## src/rtl/least_squares_line_fit_core_macros.svh

```systemverilog
// Assertion macros for the least-squares line fit core.
// Included by the modules that carry concurrent checks; no other dependency.
`ifndef LEAST_SQUARES_LINE_FIT_CORE_MACROS_SVH
`define LEAST_SQUARES_LINE_FIT_CORE_MACROS_SVH
`ifndef SYNTHESIS
`define LSQ_ASSERT(lbl, clk, rst_n, prop) \
  lbl: assert property (@(posedge clk) disable iff (!rst_n) prop) \
    else $error("assertion failed");
`define LSQ_ASSERT_NEVER(lbl, clk, rst_n, expr) \
  lbl: assert property (@(posedge clk) disable iff (!rst_n) !(expr)) \
    else $error("forbidden condition seen");
`else
`define LSQ_ASSERT(lbl, clk, rst_n, prop)
`define LSQ_ASSERT_NEVER(lbl, clk, rst_n, expr)
`endif
`endif

```

## src/rtl/lsq_pkg.sv

```systemverilog
// Shared constants, command/status types and opcodes of the line fit core.
// No dependencies; used by lsq_ctrl, lsq_datapath and the top level.
`timescale 1ns / 1ps
`default_nettype none
package lsq_pkg;
  localparam int MAX_PAIRS      = 1024;
  localparam int SAMPLE_BITS    = 24;
  localparam int COEF_FRAC_BITS = 16;
  localparam int CORR_FRAC_BITS = 30;

  localparam int IN_W    = 24;
  localparam int CNT_W   = 11;
  localparam int SUM_W   = 34;
  localparam int SQ_W    = 58;
  localparam int CORR_W  = 32;
  localparam int SLOPE_W = 41;
  localparam int ICPT_W  = 64;
  localparam int STAT_W  = 3;
  localparam int WW      = 160;
  localparam int ITER_W  = $clog2(WW);

  localparam int S_TDATA_W = 48;
  localparam int M_FIELD_W = CORR_W + SLOPE_W + ICPT_W + CNT_W;
  localparam int M_TDATA_W = ((M_FIELD_W + 7) / 8) * 8;

  localparam logic [STAT_W-1:0] ST_OK     = 3'd0;
  localparam logic [STAT_W-1:0] ST_EMPTY  = 3'd1;
  localparam logic [STAT_W-1:0] ST_XCONST = 3'd2;
  localparam logic [STAT_W-1:0] ST_YCONST = 3'd3;
  localparam logic [STAT_W-1:0] ST_OVFL   = 3'd4;

  typedef enum logic [3:0] {
    OP_NOP, OP_MUL, OP_DIV, OP_SQRT, OP_DIFF_SXY, OP_DIFF_SXX, OP_DIFF_SYY,
    OP_DIFF_NUM, OP_STAT, OP_SET_SLOPE, OP_SET_ICPT, OP_SET_CORR
  } op_e;

  typedef enum logic [3:0] {
    SEL_N, SEL_SX, SEL_SY, SEL_SXX_S, SEL_SYY_S, SEL_SXY_S, SEL_SXX, SEL_SYY,
    SEL_SXY_SH_COEF, SEL_SXY_SH_CORR, SEL_NUM_SH_COEF, SEL_T1, SEL_ROOT
  } sel_e;

  typedef struct packed {
    logic acc;
    logic clr;
    logic start;
    op_e  op;
    sel_e a_sel;
    sel_e b_sel;
    logic dst_t2;
  } cmd_t;

  typedef struct packed {
    logic              busy;
    logic              done;
    logic [STAT_W-1:0] code;
    logic              cnt_zero;
  } stat_t;
endpackage
`default_nettype wire

```

## src/rtl/lsq_ctrl.sv

```systemverilog
// Sequencer of the line fit core: accumulate, fit steps, result hand-off.
// Depends on lsq_pkg and least_squares_line_fit_core_macros.svh.
`timescale 1ns / 1ps
`default_nettype none
`include "least_squares_line_fit_core_macros.svh"
module lsq_ctrl (
  input  wire logic          clk_i,
  input  wire logic          rst_ni,
  input  wire logic          in_valid_i,
  input  wire logic          in_last_i,
  output logic               in_ready_o,
  output logic               out_valid_o,
  input  wire logic          out_ready_i,
  output lsq_pkg::cmd_t      cmd_o,
  input  wire lsq_pkg::stat_t st_i
);
  localparam logic [4:0] S_IDLE = 5'd0,  S_M1 = 5'd1,  S_M2 = 5'd2,  S_D1 = 5'd3,
                         S_M3   = 5'd4,  S_M4 = 5'd5,  S_D2 = 5'd6,  S_M5 = 5'd7,
                         S_M6   = 5'd8,  S_D3 = 5'd9,  S_ST = 5'd10, S_V1 = 5'd11,
                         S_SL   = 5'd12, S_M7 = 5'd13, S_M8 = 5'd14, S_D4 = 5'd15,
                         S_V2   = 5'd16, S_IC = 5'd17, S_M9 = 5'd18, S_SQ = 5'd19,
                         S_V3   = 5'd20, S_CO = 5'd21, S_OUT = 5'd22;

  logic [4:0] state_q, state_d, step_next;
  logic       issued_q, issued_d;
  lsq_pkg::op_e  op;
  lsq_pkg::sel_e a_sel, b_sel;
  logic       dst_t2;

  always_comb begin
    op = lsq_pkg::OP_NOP; a_sel = lsq_pkg::SEL_N; b_sel = lsq_pkg::SEL_N;
    dst_t2 = 1'b0; step_next = S_IDLE;
    unique case (state_q)
      S_M1: begin op = lsq_pkg::OP_MUL; a_sel = lsq_pkg::SEL_N;  b_sel = lsq_pkg::SEL_SXY_S;
        step_next = S_M2; end
      S_M2: begin op = lsq_pkg::OP_MUL; a_sel = lsq_pkg::SEL_SX; b_sel = lsq_pkg::SEL_SY;
        dst_t2 = 1'b1; step_next = S_D1; end
      S_D1: begin op = lsq_pkg::OP_DIFF_SXY; step_next = S_M3; end
      S_M3: begin op = lsq_pkg::OP_MUL; a_sel = lsq_pkg::SEL_N;  b_sel = lsq_pkg::SEL_SXX_S;
        step_next = S_M4; end
      S_M4: begin op = lsq_pkg::OP_MUL; a_sel = lsq_pkg::SEL_SX; b_sel = lsq_pkg::SEL_SX;
        dst_t2 = 1'b1; step_next = S_D2; end
      S_D2: begin op = lsq_pkg::OP_DIFF_SXX; step_next = S_M5; end
      S_M5: begin op = lsq_pkg::OP_MUL; a_sel = lsq_pkg::SEL_N;  b_sel = lsq_pkg::SEL_SYY_S;
        step_next = S_M6; end
      S_M6: begin op = lsq_pkg::OP_MUL; a_sel = lsq_pkg::SEL_SY; b_sel = lsq_pkg::SEL_SY;
        dst_t2 = 1'b1; step_next = S_D3; end
      S_D3: begin op = lsq_pkg::OP_DIFF_SYY; step_next = S_ST; end
      S_ST: begin op = lsq_pkg::OP_STAT; step_next = S_V1; end
      S_V1: begin op = lsq_pkg::OP_DIV; a_sel = lsq_pkg::SEL_SXY_SH_COEF;
        b_sel = lsq_pkg::SEL_SXX; step_next = S_SL; end
      S_SL: begin op = lsq_pkg::OP_SET_SLOPE; step_next = S_M7; end
      S_M7: begin op = lsq_pkg::OP_MUL; a_sel = lsq_pkg::SEL_SY; b_sel = lsq_pkg::SEL_SXX_S;
        step_next = S_M8; end
      S_M8: begin op = lsq_pkg::OP_MUL; a_sel = lsq_pkg::SEL_SX; b_sel = lsq_pkg::SEL_SXY_S;
        dst_t2 = 1'b1; step_next = S_D4; end
      S_D4: begin op = lsq_pkg::OP_DIFF_NUM; step_next = S_V2; end
      S_V2: begin op = lsq_pkg::OP_DIV; a_sel = lsq_pkg::SEL_NUM_SH_COEF;
        b_sel = lsq_pkg::SEL_SXX; step_next = S_IC; end
      S_IC: begin op = lsq_pkg::OP_SET_ICPT; step_next = S_M9; end
      S_M9: begin op = lsq_pkg::OP_MUL; a_sel = lsq_pkg::SEL_SXX; b_sel = lsq_pkg::SEL_SYY;
        step_next = S_SQ; end
      S_SQ: begin op = lsq_pkg::OP_SQRT; a_sel = lsq_pkg::SEL_T1; step_next = S_V3; end
      S_V3: begin op = lsq_pkg::OP_DIV; a_sel = lsq_pkg::SEL_SXY_SH_CORR;
        b_sel = lsq_pkg::SEL_ROOT; step_next = S_CO; end
      S_CO: begin op = lsq_pkg::OP_SET_CORR; step_next = S_OUT; end
      default: begin op = lsq_pkg::OP_NOP; step_next = S_IDLE; end
    endcase
  end

  assign in_ready_o  = (state_q == S_IDLE);
  assign out_valid_o = (state_q == S_OUT);

  always_comb begin
    cmd_o        = '0;
    cmd_o.op     = op;
    cmd_o.a_sel  = a_sel;
    cmd_o.b_sel  = b_sel;
    cmd_o.dst_t2 = dst_t2;
    cmd_o.acc    = in_ready_o && in_valid_i;
    cmd_o.clr    = out_valid_o && out_ready_i;
    cmd_o.start  = (op != lsq_pkg::OP_NOP) && !issued_q;
    state_d      = state_q;
    issued_d     = issued_q;
    if (cmd_o.start) issued_d = 1'b1;
    priority if (state_q == S_IDLE) begin
      if (cmd_o.acc && in_last_i) state_d = S_M1;
    end else if (state_q == S_OUT) begin
      if (cmd_o.clr) state_d = S_IDLE;
    end else if (issued_q && st_i.done) begin
      issued_d = 1'b0;
      state_d  = step_next;
      // skip the fit when x is constant or the set is empty, skip r when y is constant
      if (state_q == S_ST && (st_i.code == lsq_pkg::ST_EMPTY ||
                              st_i.code == lsq_pkg::ST_XCONST)) state_d = S_OUT;
      if (state_q == S_IC && st_i.code == lsq_pkg::ST_YCONST) state_d = S_OUT;
    end
  end

  always_ff @(posedge clk_i or negedge rst_ni) begin
    if (!rst_ni) begin
      state_q  <= S_IDLE;
      issued_q <= 1'b0;
    end else begin
      state_q  <= state_d;
      issued_q <= issued_d;
    end
  end

  `LSQ_ASSERT_NEVER(a_no_overlap, clk_i, rst_ni, in_ready_o && out_valid_o)
  `LSQ_ASSERT(a_start_idle_unit, clk_i, rst_ni, cmd_o.start |-> !st_i.busy)
  `LSQ_ASSERT(a_clear_after_out, clk_i, rst_ni, cmd_o.clr |=> st_i.cnt_zero)
endmodule
`default_nettype wire

```

## config.mk

```make
export PLATFORM = sky130hd
export DESIGN_NAME = lsq_ctrl
export DESIGN_NICKNAME = d
export VERILOG_FILES = /design/src/rtl/lsq_pkg.sv /design/src/rtl/lsq_ctrl.sv
export VERILOG_INCLUDE_DIRS = /design/src /design/src/rtl
export SDC_FILE = /design/constraint.sdc
export NUM_CORES = 1
export LEC_CHECK = 0
export BUFFER_PORTS_ARGS = -buffer_cell sky130_fd_sc_hd__buf_2
export CORE_MARGIN = 4
export CORE_UTILIZATION = 50
export DETAILED_ROUTE_END_ITERATION = 16
export GPL_TIMING_DRIVEN = 0
export PLACE_DENSITY_LB_ADDON = 0.08
export SLEW_MARGIN = 20
export SYNTH_ARGS = -nofsm -noshare
export SYNTH_HDL_FRONTEND = slang
export SYNTH_SLANG_ARGS = --single-unit
```

## constraint.sdc

```tcl
create_clock -name clk_i -period 2.08 [get_ports clk_i]
set_clock_uncertainty 0.05 [all_clocks]
set_input_delay 0.208 -clock clk_i [delete_from_list [all_inputs] [get_ports clk_i]]
set_output_delay 0.208 -clock clk_i [all_outputs]
set_load 0.02 [all_outputs]
```

; Word-level counts from Yosys, hierarchy flattened
; Cells that the tools add are included.
[totals]
regBits = 6
in_bits = 11
out_inout_bits = 18
wordCells = 67
[classes]
eq_ne = 27
mux = 16
reduce_logical = 22
[op_table]
columns = cell, n
row1 = $pmux W5 S21, 1
row2 = $pmux W4 S11, 1
row3 = $eq A5 B4 Y1 const B, 8
row4 = $eq A5 B5 Y1 const B, 7
row5 = $mux W5, 7
row6 = $pmux W4 S8, 1
row7 = $pmux W4 S7, 1
row8 = $eq A5 B3 Y1 const B, 4
row9 = $eq A5 B2 Y1 const B, 2
row10 = $reduce_or A2 Y1, 5
row11 = $reduce_or A9 Y1, 1
row12 = $logic_and A1 B1 Y1, 7
row13 = $eq A3 B2 Y1 const B, 2
row14 = $reduce_or A3 Y1, 2
row15 = $eq A5 B1 Y1 const B, 1
row16 = $logic_not A5 Y1, 1
row17 = $mux W1, 5
row18 = $reduce_bool A4 Y1, 1
row19 = $reduce_or A4 Y1, 1
row20 = $eq A3 B1 Y1 const B, 1
row21 = $ne A3 B2 Y1 const B, 1
row22 = $reduce_and A3 Y1, 1
row23 = $reduce_bool A3 Y1, 1
row24 = $ne A2 B1 Y1 const B, 1
row25 = other kinds (2), 2

; Longest topological paths before layout
[depth]
depth_word = 9
depth_mapped = 7
ltp_nobuf = 5

; Least setup slack after synthesis
; OpenSTA, ideal clock, no wires.
[synth_path]
path_type = register to output
start = register state_q[2]
end = output cmd_o[12] (netlist name)
t_arrival_ns = 1.560
required_time_ns = 1.822
slack_ns = 0.262
path_stages_with_launch = 7
path_buffers = 2
cell_sequence = dfrtp_1 -> buf_6 -> clkbuf_1 -> nand2_1 -> nor2_1 -> a21oi_1 -> o21ai_0
[synth_rtl]
columns = element, line_no
row1 = start: declaration, lsq_ctrl.sv:24  ; logic [4:0] state_q, state_d, step_next;
row2 = start signal: assignment, lsq_ctrl.sv:105  ; state_q <= state_d;
row3 = end: declaration, lsq_ctrl.sv:14  ; output lsq_pkg::cmd_t cmd_o,

; Worst setup path after layout
[layout_path]
start = register state_q[2]
end = output cmd_o[0] (netlist name)
[layout_via]
elab_chain_len = 3
elab_cells_between_ends = 6
classes_between = eq/ne: 4 / mux: 1 / reduce/logical: 1
[layout_lines]
columns = element, line_no
row1 = "$eq A5 B4 Y1, or another cell as far along", lsq_ctrl.sv:33  ; unique case (state_q)
row2 = $reduce_or A4 Y1 (no line) *, --
row3 = $mux W1 *, lsq_ctrl.sv:33
; Mark *: on every way between the ends. The rest lies on a longest branch, timed or not.

==> out/metrics.csv <==
stage;metric;value;unit
run_status;run status;complete, no violations;
floorplan;Die X;50.6;um
sta;Final Hold Vio Count;0;
logic_synthesis;Yosys top cell area share;16.6;%
logic_synthesis;Seq/Total Area, Yosys;16.6;%
run;total of max-cap violations;0;
logic_synthesis;syn avg cell area;6.77;um2
sta;Total Neg Setup Slack;0;ns
routing;Initial DRT Pass Iterations;4;
pwr;Pwr per Cell Area;1690;nW/um2
pwr;peak supply drop;0.933;mV
worst_setup_path;Critical Path AT;1.75;ns
layout;area of the multi-input gates;666;um2
clock_tree;TritonCTS clock tree;built;
worst_setup_path;Req. time, crit path;1.82;ns
clock_tree;# H-tree levels;1;
sta;Setup Viol. Count Final;0;
sta;Max Slew Vio Count;0;
worst_setup_path;Crit path max-delay family;buffers and inverters;
clock_tree;clock root cell;clkbuf_4;
clock_tree;Worst-path clk slew;0.04;ns
sta;unrepaired setup endpoints after global routing;yes;
worst_setup_path;Worst Path Max Fanout;10;
logic_synthesis;Mapped Nets;145;
floorplan;# IOs;29;
grt;vias in the first global route;994;
sta;fin crit share;96.5;%
floorplan;row count;15;
grt;gr ovfl total;0;
sta;Rel. slew slack;68.5;%
grt;gr usage total;21.7;%
routing;vias post-DR;1083;
worst_setup_path;Slowest cell on crit path;dfrtp_1;
logic_synthesis;number of synthesized register bits;6;
pwr;Static Leakage;0.516;nW
sta;Max Freq;0.498;GHz
layout;antenna fix cells;0;
logic_synthesis;Main synth FF type;dfrtp_1;
routing;DRT iter0 DRCs;46;
place;post-DP HPWL;2.00;mm
logic_synthesis;Synth area leader;dfrtp_1;
clock_tree;Sink Count;6;
floorplan;Die Ht;50.6;um
routing;Vias/cell;5.70;
layout;Syn-to-layout area delta;24.6;%
grt;largest net degree at the start of global routing;11;
routing;routed wire length;2.61;mm
grt;initial antenna violation count;0;
logic_synthesis;top cells by area, synth;dfrtp_1 17%, nand2_1 8.7%, nor2_1 6.2%;
logic_synthesis;Post-synth ARST share;100;%
min_path;worst hold-check path type;primary input to async pin;
worst_setup_path;slowest stage delay, CP;0.42;ns
worst_setup_path;CP Cell Sequence;buf_6 > nor2b_2 > nand3b_1 > o21ai_0 > a22oi_1 > nor2_1 > buf_4 > buf_2;
logic_synthesis;Synth cell types;43;
place;port bufs;26;
floorplan;Core ar.;1730;um2
logic_synthesis;Synth Cell Area;907;um2
sta;fin crit period;2.01;ns
worst_setup_path;CP Buf/Inv Count;3;
layout;FILL cells;173;
clock_tree;clk buf depth;2;
sta;Slew @ Worst Pin;0.473;ns
logic_synthesis;synth cell count leaders;21 x nand2_1, 15 x nor2_1, 10 x a21oi_1;
clock_tree;worst-skew pair later-pin latency;0.24;ns
routing;Remaining DRCs;0;
logic_synthesis;Syn Inst Count;134;
place;GPL Wtd Cong;0.868;
logic_synthesis;Yosys warning count;0;
logic_synthesis;Post-synth EDFFs;0;
worst_setup_path;crit path kind;flip-flop to output port;
logic_synthesis;top-count cell post-synth;nand2_1;
layout;fin nets;178;
layout;FF+latch area;151;um2
routing;drt wl/cell;13.7;um
worst_setup_path;Worst setup SP type;flip-flop;
sta;Min Hold Slack;0.270;ns
worst_setup_path;CP Capture Type;output port;
routing;Final ANT Viol Nets;0;
layout;layout cells sized above 1;32.1;%
floorplan;Die ar.;2560;um2
floorplan;Starting Density;52.5;%
clock_tree;CTS Buf Count;3;
grt;global-route wire length before repair;4.35;mm
[cells in the final DEF, fill, tap and decap left out, types with 3 or more instances in the layout]
cell | Yosys | final
buf_2 | 2 | 27
nand2_1 | 21 | 21
nor2_1 | 15 | 15
a21oi_1 | 10 | 10
o21ai_0 | 8 | 8
nor2b_1 | 8 | 6
o22ai_1 | 6 | 6
clkbuf_4 | 0 | 5
dfrtp_1 | 6 | 5
clkbuf_2 | 0 | 4
buf_4 | 3 | 4
a22oi_1 | 4 | 4
and2_1 | 4 | 4
inv_1 | 4 | 3
[timing repair]
action | 4_1_cts | 5_1_grt
hold buffers | 1 | 0
buffers inserted | 0 | 1
gates resized for setup | 4 | 9
endpoints found under the hold margin | 6 | 0
endpoints found under the setup margin | 9 | 10
[registers in the layout (all words and copies together), names as in the netlist]
name,flops
state_q,5
issued_q,1
[power by group]
part / switching [mW] / total (mW) / internal, mW
Combinational: 0.972 / 1.58 / 0.604
Sequential: 0.0576 / 0.227 / 0.170
Clock: 0.0369 / 0.102 / 0.0649
[through the flow]
stage | std cells | setup slack (ns) | total power, mW | util [%] | area (um2)
global placement | 185 | 0.133 | 1.73 | 61.9 | 1070
CTS | 189 | 0.0120 | 1.87 | 64.1 | 1110
detailed placement | 185 | 0.107 | 1.75 | 61.9 | 1070
global route | 190 | -0.0231 | 2.08 | 65.4 | 1130
finish | 190 | 0.0734 | 1.91 | 65.4 | 1130
floorplan | 134 | 0.262 | 1.38 | - | 907
[worst reg2reg max path: stages (launching register included)]
cell and delay, ns:
dfrtp_1 0.35, buf_4 0.17, nor2b_1 0.34, o211ai_1 0.18
a21oi_2 0.31, a2111oi_1 0.11, o32a_1 0.29
[logic make-up after synthesis]
kind of cell / Yosys count / share of synthesized area (%)
flops: 6 / 16.6
simple gates: 63 / 35.6
buf+inv: 18 / 10.6
xor+xnor: 4 / 3.86
compound gates: 41 / 31.0
mux: 2 / 2.34
[area by class of cell]
type	instances	share of cell area, %
Multi-Input combinational cell	110	58.9
Sequential cell	6	13.4
Timing Repair Buffer	28	13.1
Buffer	13	7.86
Tap cell	25	2.77
Clock buffer	3	1.99
Inverter	5	1.99
[final timing paths]
| check | cells past startpoint | slack, ns | start | end |
|---|---|---|---|---|
| min in group clk_i | 4 | 0.28 | st_i[3] | state_q[4]$_DFFE_PN0P_ |
| worst max-delay path | 8 | 0.07 | state_q[2]$_DFFE_PN0P_ | cmd_o[0] |
| max in group asynchronous | 2 | 1.55 | rst_ni | state_q[3]$_DFFE_PN0P_ |
| worst min register to register | 1 | 0.50 | issued_q$_DFF_PN0_ | issued_q$_DFF_PN0_ |
| worst min-delay path | 2 | 0.27 | rst_ni | state_q[2]$_DFFE_PN0P_ |
| worst max register to register | 6 | 0.17 | state_q[0]$_DFFE_PN0P_ | state_q[0]$_DFFE_PN0P_ |
[layer usage]
layer,vias up,GRT usage [%],wire (um)
li1,538,-,-
met1,489,27.3,1070
met2,54,37.8,1300
met3,2,4.45,224
met4,0,4.48,14
met5,-,0,0
Power figures use the tool's default switching activity.
